**src/assert_macros.svh**
```systemverilog
// ----------------------------------------------------------------------------
// assert_macros.svh
// clocked assertion helpers shared by the rtl files
// ----------------------------------------------------------------------------
`ifndef ASSERT_MACROS_SVH
`define ASSERT_MACROS_SVH

// property must hold at every rising edge outside reset
`define ASSERT_CLK(lbl, clk, rstn, prop, msg) \
    lbl: assert property (@(posedge clk) disable iff (!rstn) prop) else $error(msg);

// expression must never be true outside reset
`define ASSERT_NEVER(lbl, clk, rstn, expr, msg) \
    `ASSERT_CLK(lbl, clk, rstn, !(expr), msg)

`endif

```
**src/lsh_pkg.sv**
```systemverilog
// ----------------------------------------------------------------------------
// lsh_pkg
// shared types and constants of the 3x3 laplacian sharpening filter
// ----------------------------------------------------------------------------
package lsh_pkg;

    // field widths
    localparam int PIX_W   = 8;
    localparam int WID_W   = 11;
    localparam int HGT_W   = 13;
    localparam int CHN_W   = 3;
    localparam int ROW_W   = 12;
    localparam int CFG_IDX_W  = 2;
    localparam int CFG_DATA_W = 13;

    // register reset values and limits
    localparam logic [WID_W-1:0] WIDTH_RESET   = 11'd640;
    localparam logic [HGT_W-1:0] HEIGHT_RESET  = 13'd480;
    localparam logic [CHN_W-1:0] CHAN_RESET    = 3'd3;
    localparam logic [HGT_W-1:0] HEIGHT_MIN    = 13'd3;
    localparam logic [HGT_W-1:0] HEIGHT_MAX    = 13'd4096;
    localparam logic [WID_W-1:0] WIDTH_MIN     = 11'd3;

    // stencil gain on the center byte
    localparam int CENTER_GAIN = 5;

    // output queue geometry
    localparam int OQ_DEPTH = 4;
    localparam int OQ_PTR_W = 2;
    localparam int OQ_LVL_W = 3;

    // configuration register indexes
    typedef enum logic [CFG_IDX_W-1:0] {
        CFG_WIDTH_PIXELS  = 2'd0,
        CFG_HEIGHT_ROWS   = 2'd1,
        CFG_CHANNEL_COUNT = 2'd2
    } cfg_reg_t;

    // one result item
    typedef struct packed {
        logic             frame_end;
        logic             row_end;
        logic [PIX_W-1:0] sharp_byte;
    } lsh_result_t;

endpackage

```
**src/lsh_out_fifo.sv**
```systemverilog
// ----------------------------------------------------------------------------
// lsh_out_fifo
// small register queue that decouples the filter pipeline from the consumer
// ----------------------------------------------------------------------------
`include "assert_macros.svh"

module lsh_out_fifo
    import lsh_pkg::*;
(
    input  logic                aclk,
    input  logic                aresetn,
    input  logic                push,
    input  lsh_result_t         push_item,
    input  logic                pop_ready,
    output logic                out_valid,
    output lsh_result_t         out_item,
    output logic [OQ_LVL_W-1:0] level
);

    lsh_result_t           slot_reg [OQ_DEPTH];
    logic [OQ_PTR_W-1:0]   wr_ptr_reg, wr_ptr_next;
    logic [OQ_PTR_W-1:0]   rd_ptr_reg, rd_ptr_next;
    logic [OQ_LVL_W-1:0]   level_reg, level_next;
    logic                  pop;

    assign out_valid = (level_reg != '0);
    assign out_item  = slot_reg[rd_ptr_reg];
    assign pop       = out_valid && pop_ready;
    assign level     = level_reg;

    // pointer and level update
    always_comb begin
        wr_ptr_next = push ? wr_ptr_reg + 1'b1 : wr_ptr_reg;
        rd_ptr_next = pop ? rd_ptr_reg + 1'b1 : rd_ptr_reg;
        level_next  = level_reg;
        if (push && !pop) begin
            level_next = level_reg + 1'b1;
        end else if (pop && !push) begin
            level_next = level_reg - 1'b1;
        end
    end

    always_ff @(posedge aclk) begin
        if (!aresetn) begin
            wr_ptr_reg <= '0;
            rd_ptr_reg <= '0;
            level_reg  <= '0;
        end else begin
            wr_ptr_reg <= wr_ptr_next;
            rd_ptr_reg <= rd_ptr_next;
            level_reg  <= level_next;
        end
    end

    // payload slots
    always_ff @(posedge aclk) begin
        if (push) begin
            slot_reg[wr_ptr_reg] <= push_item;
        end
    end

    `ASSERT_NEVER(a_oq_overflow, aclk, aresetn, push && !pop && (level_reg == OQ_LVL_W'(OQ_DEPTH)), "output queue overflow")
    `ASSERT_CLK(a_oq_level_step, aclk, aresetn, (push && !pop) |=> (level_reg == $past(level_reg) + 1'b1), "output queue level did not advance")

endmodule

```
**config.mk**
```make
export PLATFORM = sky130hd
export DESIGN_NAME = lsh_out_fifo
export DESIGN_NICKNAME = d
export VERILOG_FILES = /design/src/lsh_pkg.sv /design/src/lsh_out_fifo.sv
export VERILOG_INCLUDE_DIRS = /design/src /design/src/src
export SDC_FILE = /design/constraint.sdc
export NUM_CORES = 1
export LEC_CHECK = 0
export BUFFER_PORTS_ARGS = -buffer_cell sky130_fd_sc_hd__buf_2
export CELL_PAD_IN_SITES_DETAIL_PLACEMENT = 1
export CELL_PAD_IN_SITES_GLOBAL_PLACEMENT = 1
export CORE_MARGIN = 8
export CORE_UTILIZATION = 43
export CTS_CLUSTER_DIAMETER = 150
export DETAILED_ROUTE_END_ITERATION = 7
export PLACE_DENSITY = 0.81
export SLEW_MARGIN = 0
export SYNTH_ARGS = -nofsm -noshare
export SYNTH_HDL_FRONTEND = slang
export SYNTH_SLANG_ARGS = --single-unit
```
**constraint.sdc**
```tcl
create_clock -name aclk -period 2.1 [get_ports aclk]
set_clock_uncertainty 0.15 [all_clocks]
set_input_delay 0.42 -clock aclk [delete_from_list [all_inputs] [get_ports aclk]]
set_output_delay 0.42 -clock aclk [all_outputs]
set_load 0.02 [all_outputs]
```
**After elaboration in Yosys (flattened, before gate mapping)**

Memory sizes are Yosys's and may differ from the RTL's. A register that Yosys moved wholly into a read port is not among the register bits.
Cells that the tools add are included.

- Register bits after elaboration: 7
- Bits in latches: 0
- RAM bits: 40
- Memory bits (read-only): 0
- Output and inout bits: 14
- Memories kept: 1

- Add/sub/neg operators: 4
- $mul: 0
- Divide/modulo/power cells: 0
- Order comparisons: 0
- Equality and inequality tests: 0
- Shifts and indexed selects: 0
- Mux-type cells: 6
- Bitwise operators: 0
- Reductions and logical operators: 7

Memories:

| memory | words | width | rd ports | clocked after memory_dff | wr ports | line | text |
|---|---|---|---|---|---|---|---|
| slot_reg | 4 | 10 | 1 | 1 | 1 | lsh_out_fifo.sv:20 | `lsh_result_t slot_reg [OQ_DEPTH];` |

Operators by type and width:

| cell | count |
|---|---|
| $mux W3 | 2 |
| $add A2 B1 Y2 const B | 2 |
| $mux W2 | 2 |
| $add A3 B1 Y3 const B | 1 |
| $logic_and A1 B1 Y1 | 3 |
| $reduce_bool A3 Y1 | 1 |
| $sub A3 B1 Y3 const B | 1 |
| $logic_not A1 Y1 | 2 |
| $mux W1 | 2 |
| $reduce_bool A2 Y1 | 1 |

**Longest topological paths before layout**

- Depth in word-level cells: 5
- Depth in mapped cells: 7
- Mapped depth without buffers: 7

**Least setup slack after synthesis**

OpenSTA, ideal clock, no wires.

- Kind: register to register
- Start: register level_reg[1], in the netlist level[1]
- End: register level_reg[2], in the netlist level[2]
- Setup time: 0.076 ns
- Arrival time: 1.944 ns
- Data required time: 1.874 ns
- Setup slack: -0.069 ns
- Cell stages (with the launch flop): 8
- Path buffers: 0
- Period minus slack after synthesis: 2.169 ns
- Cell sequence: dfxtp_1 o31ai_4 ha_1 inv_1 fa_1 xor2_1 or3_1 a21boi_0

- Longest elaborated chain between the ends: 5
- Elaborated cells between the ends (all ways): 10
- Classes of those cells: add/sub: 2; mux: 2; reduce/logical: 6

RTL lines:

| element | line | text |
|---|---|---|
| from (decl) | lsh_out_fifo.sv:23 | `logic [OQ_LVL_W-1:0] level_reg, level_next;` |
| from (signal assigned) | lsh_out_fifo.sv:51 | `level_reg <= level_next;` |
| branches (longest 5 deep; another with $sub A3 B1 Y3) | -- |  |

Several ways; the timed one is not identified. The select of a mux whose other input is x is not followed.
A chain may end at the register's enable or synchronous reset.

==> results.cfg <==
[run_status]
status = complete, no violations

[synthesis]
avgSynthCellArea_um2 = 20.31
ys_ff_latch = 49
syn_area_um2 = 1909
ys_seq_area_share_pct = 72.35
synthTopCellsByArea = edfxtp_1 63%, mux4_2 12%, dfxtp_1 9.4%
yosys_warnings = 0
syn_inst = 94
synth_top_cell_area_share_pct = 62.91
synthesis.nets = 114
synth_top_area_cell = edfxtp_1
synthDistinctLibCells = 19

[global_routing]
grt_pass1_vias = 1107
grt_max_degree = 16
gr-total-overflow = 0
grt_usage_pct = 11.61
antenna_found_initial = 0
grt_pass1_wl_um = 5630

[finish]
utilization_pct = 53.44
syn_to_final_growth_pct = 21.04
final_cell_mix = 40 x edfxtp_1, 25 x buf_2, 10 x mux4_2
final_nets = 155
n_antenna_cell = 0
largest_reg_flops = 40
drive_gt1_share_pct = 44.85
mostFrequentLayoutCell = edfxtp_1
finalInstanceArea_um2 = 2311

[worst_setup_path]
crit_end = out_item[4]
r2r-end = level[2]$_SDFFE_PN0P_
r2r_slack_ns = 0.06
required_ns = 1.53
cp-start-kind = register
arrival_ns = 1.49
criticalPathCategory = reg2out
reg2reg_depth = 7
worstPathMaxFanout = 5
crit_path_end_kind = output port
r2r_start = level[1]$_SDFFE_PN0P_

[timing]
min_period_over_period_pct = 97.93
drv_slew = 0
worst_hold_slack_ns = 0.1805
fmax_ghz = 0.4863
hold_viol = 0
setup_viol = 0
tightest_slew_ns = 0.5610
worst_slack_ns = 0.04344
grt_setup_unrepaired = true
period_minus_slack_ns = 2.057
maxSlewHeadroom_pct = 62.60

[place]
gp_congestion = 0.7087
post-place-ws_ns = -0.08309
dpl_cell_area_um2 = 2152
dp_hpwl_um = 2475
io_buffers = 27

[cts]
tritoncts = yes
cts.path.max_buffers = 2
ctsHoldBuffers = 0
clock_sink_count = 49
clk_latency_ns = 0.29
cts_buffers = 5
path_clk_slew_ns = 0.09
cts_max_level = 2
root_buffer = clkbuf_8

[detailed_routing]
drt-initial-drc-count = 50
wirelength_um = 3576
wl_per_cell_um = 19.02
drc_errors = 0
dr.pass1.iters = 4
ant_nets = 0
vias = 955
vias_per_cell = 5.080

[pwr]
p_leak_nw = 0.8350
p_comb_share_pct = 33.5
p_switching_w = 0.0007797
clkPwrFrac_pct = 21.0
power_per_cell_area_nw_per_um2 = 1150
p_int_w = 0.001877
ir_drop_v = 0.0005537
swShare_pct = 29.35
power_w = 0.002657
sequentialPowerShare_pct = 45.5

[floorplan]
fp.dieH_um = 82.64
rows = 24
die_x_um = 82.64
die-area_um2 = 6829
fp.coreArea_um2 = 4324
io_pins = 28
start_util_pct = 44.16

[worst_hold_path]
hp-class = in2reg
holdPathStages = 1

[job]
maxCapViolations = 0
power by group through the flow:
stage | Sequential [W] | Clock (W) | Combinational [W]
finish | 0.00121 | 0.000559 | 0.000889
global route | 0.00122 | 0.000613 | 0.000967
CTS | 0.00120 | 0.000585 | 0.000844
detailed placement | 0.00121 | 0 | 0.000803
global placement | 0.00120 | 0 | 0.000777
floorplan | 0.00125 | 0 | 0.000505
layer usage:
metal	global-route usage, %	vias up	share of wire, %
li1	-	448	-
met1	12.36	473	42
met2	20.13	29	50
met3	4.004	5	7.0
met4	5.690	0	1.5
met5	0	-	0
worst max-delay path: stages, from the launching register on:
cell and delay, ns:
dfxtp_4 0.38, clkbuf_16 0.15, mux4_2 0.49, buf_2 0.17
area by class of cell:
type	count	area [um^2]
clock buffers	7	86.33
inverters	3	11.26
fillers	413	2013
clock inverters	1	6.256
well taps	52	65.06
flip-flops and latches	49	1388
multi-input cells	40	509.2
repair buffers	36	245.2
synth_stat cells:
| library cell | number |
|---|---|
| edfxtp_1 | 40 |
| mux4_2 | 10 |
| and2_1 | 9 |
| dfxtp_1 | 9 |
| ha_1 | 5 |
| inv_1 | 3 |
| xnor2_1 | 3 |
| mux2i_1 | 2 |
| nor2b_1 | 2 |
| xor2_1 | 2 |
| a21boi_0 | 1 |
| buf_4 | 1 |
| clkbuf_2 | 1 |
| fa_1 | 1 |
| o21ai_0 | 1 |
| o311ai_2 | 1 |
| o31ai_4 | 1 |
| or3_1 | 1 |
| or3_2 | 1 |
cells by family (layout without fill, tap and decap cells):
group / count (synthesis) / in the layout / synth area share, %
muxes: 12 / 12 / 12.84
AOI/OAI and AO/OA: 4 / 4 / 2.621
xor gates and xnor gates: 5 / 5 / 2.294
and+or+nand+nor: 13 / 13 / 4.325
buffers and inverters: 5 / 47 / 1.245
adders and majority gates: 6 / 6 / 4.325
DFF: 49 / 49 / 72.35
worst min path at each step:
stage                            endpoint                        from  slack [ns]
2_1_floorplan    slot_reg[0][0]$_DFFE_PP_                push_item[0]        0.37
3_3_place_gp   wr_ptr_reg[1]$_SDFFE_PN0P_  wr_ptr_reg[1]$_SDFFE_PN0P_        0.40
3_5_place_dp   wr_ptr_reg[1]$_SDFFE_PN0P_  wr_ptr_reg[1]$_SDFFE_PN0P_        0.42
4_1_cts          slot_reg[3][5]$_DFFE_PP_                push_item[5]        0.17
5_1_grt          slot_reg[3][5]$_DFFE_PP_                push_item[5]        0.17
6_report         slot_reg[3][5]$_DFFE_PP_                push_item[5]        0.18
what timing repair did:
action | CTS | global route
pin swaps | 2 | 5
setup endpoints to repair | 11 | 3
gates cloned | 0 | 1
gates resized for setup | 6 | 6
setup buffers | 1 | 0
metrics by stage:
stage | cells | TNS, ns
detailed placement | 178 | -0.08309
global placement | 178 | 0
floorplan | 94 | 0
global route | 188 | -0.006757
CTS | 187 | 0
finish | 188 | 0
No activity file was read; power rests on OpenSTA's default activity.
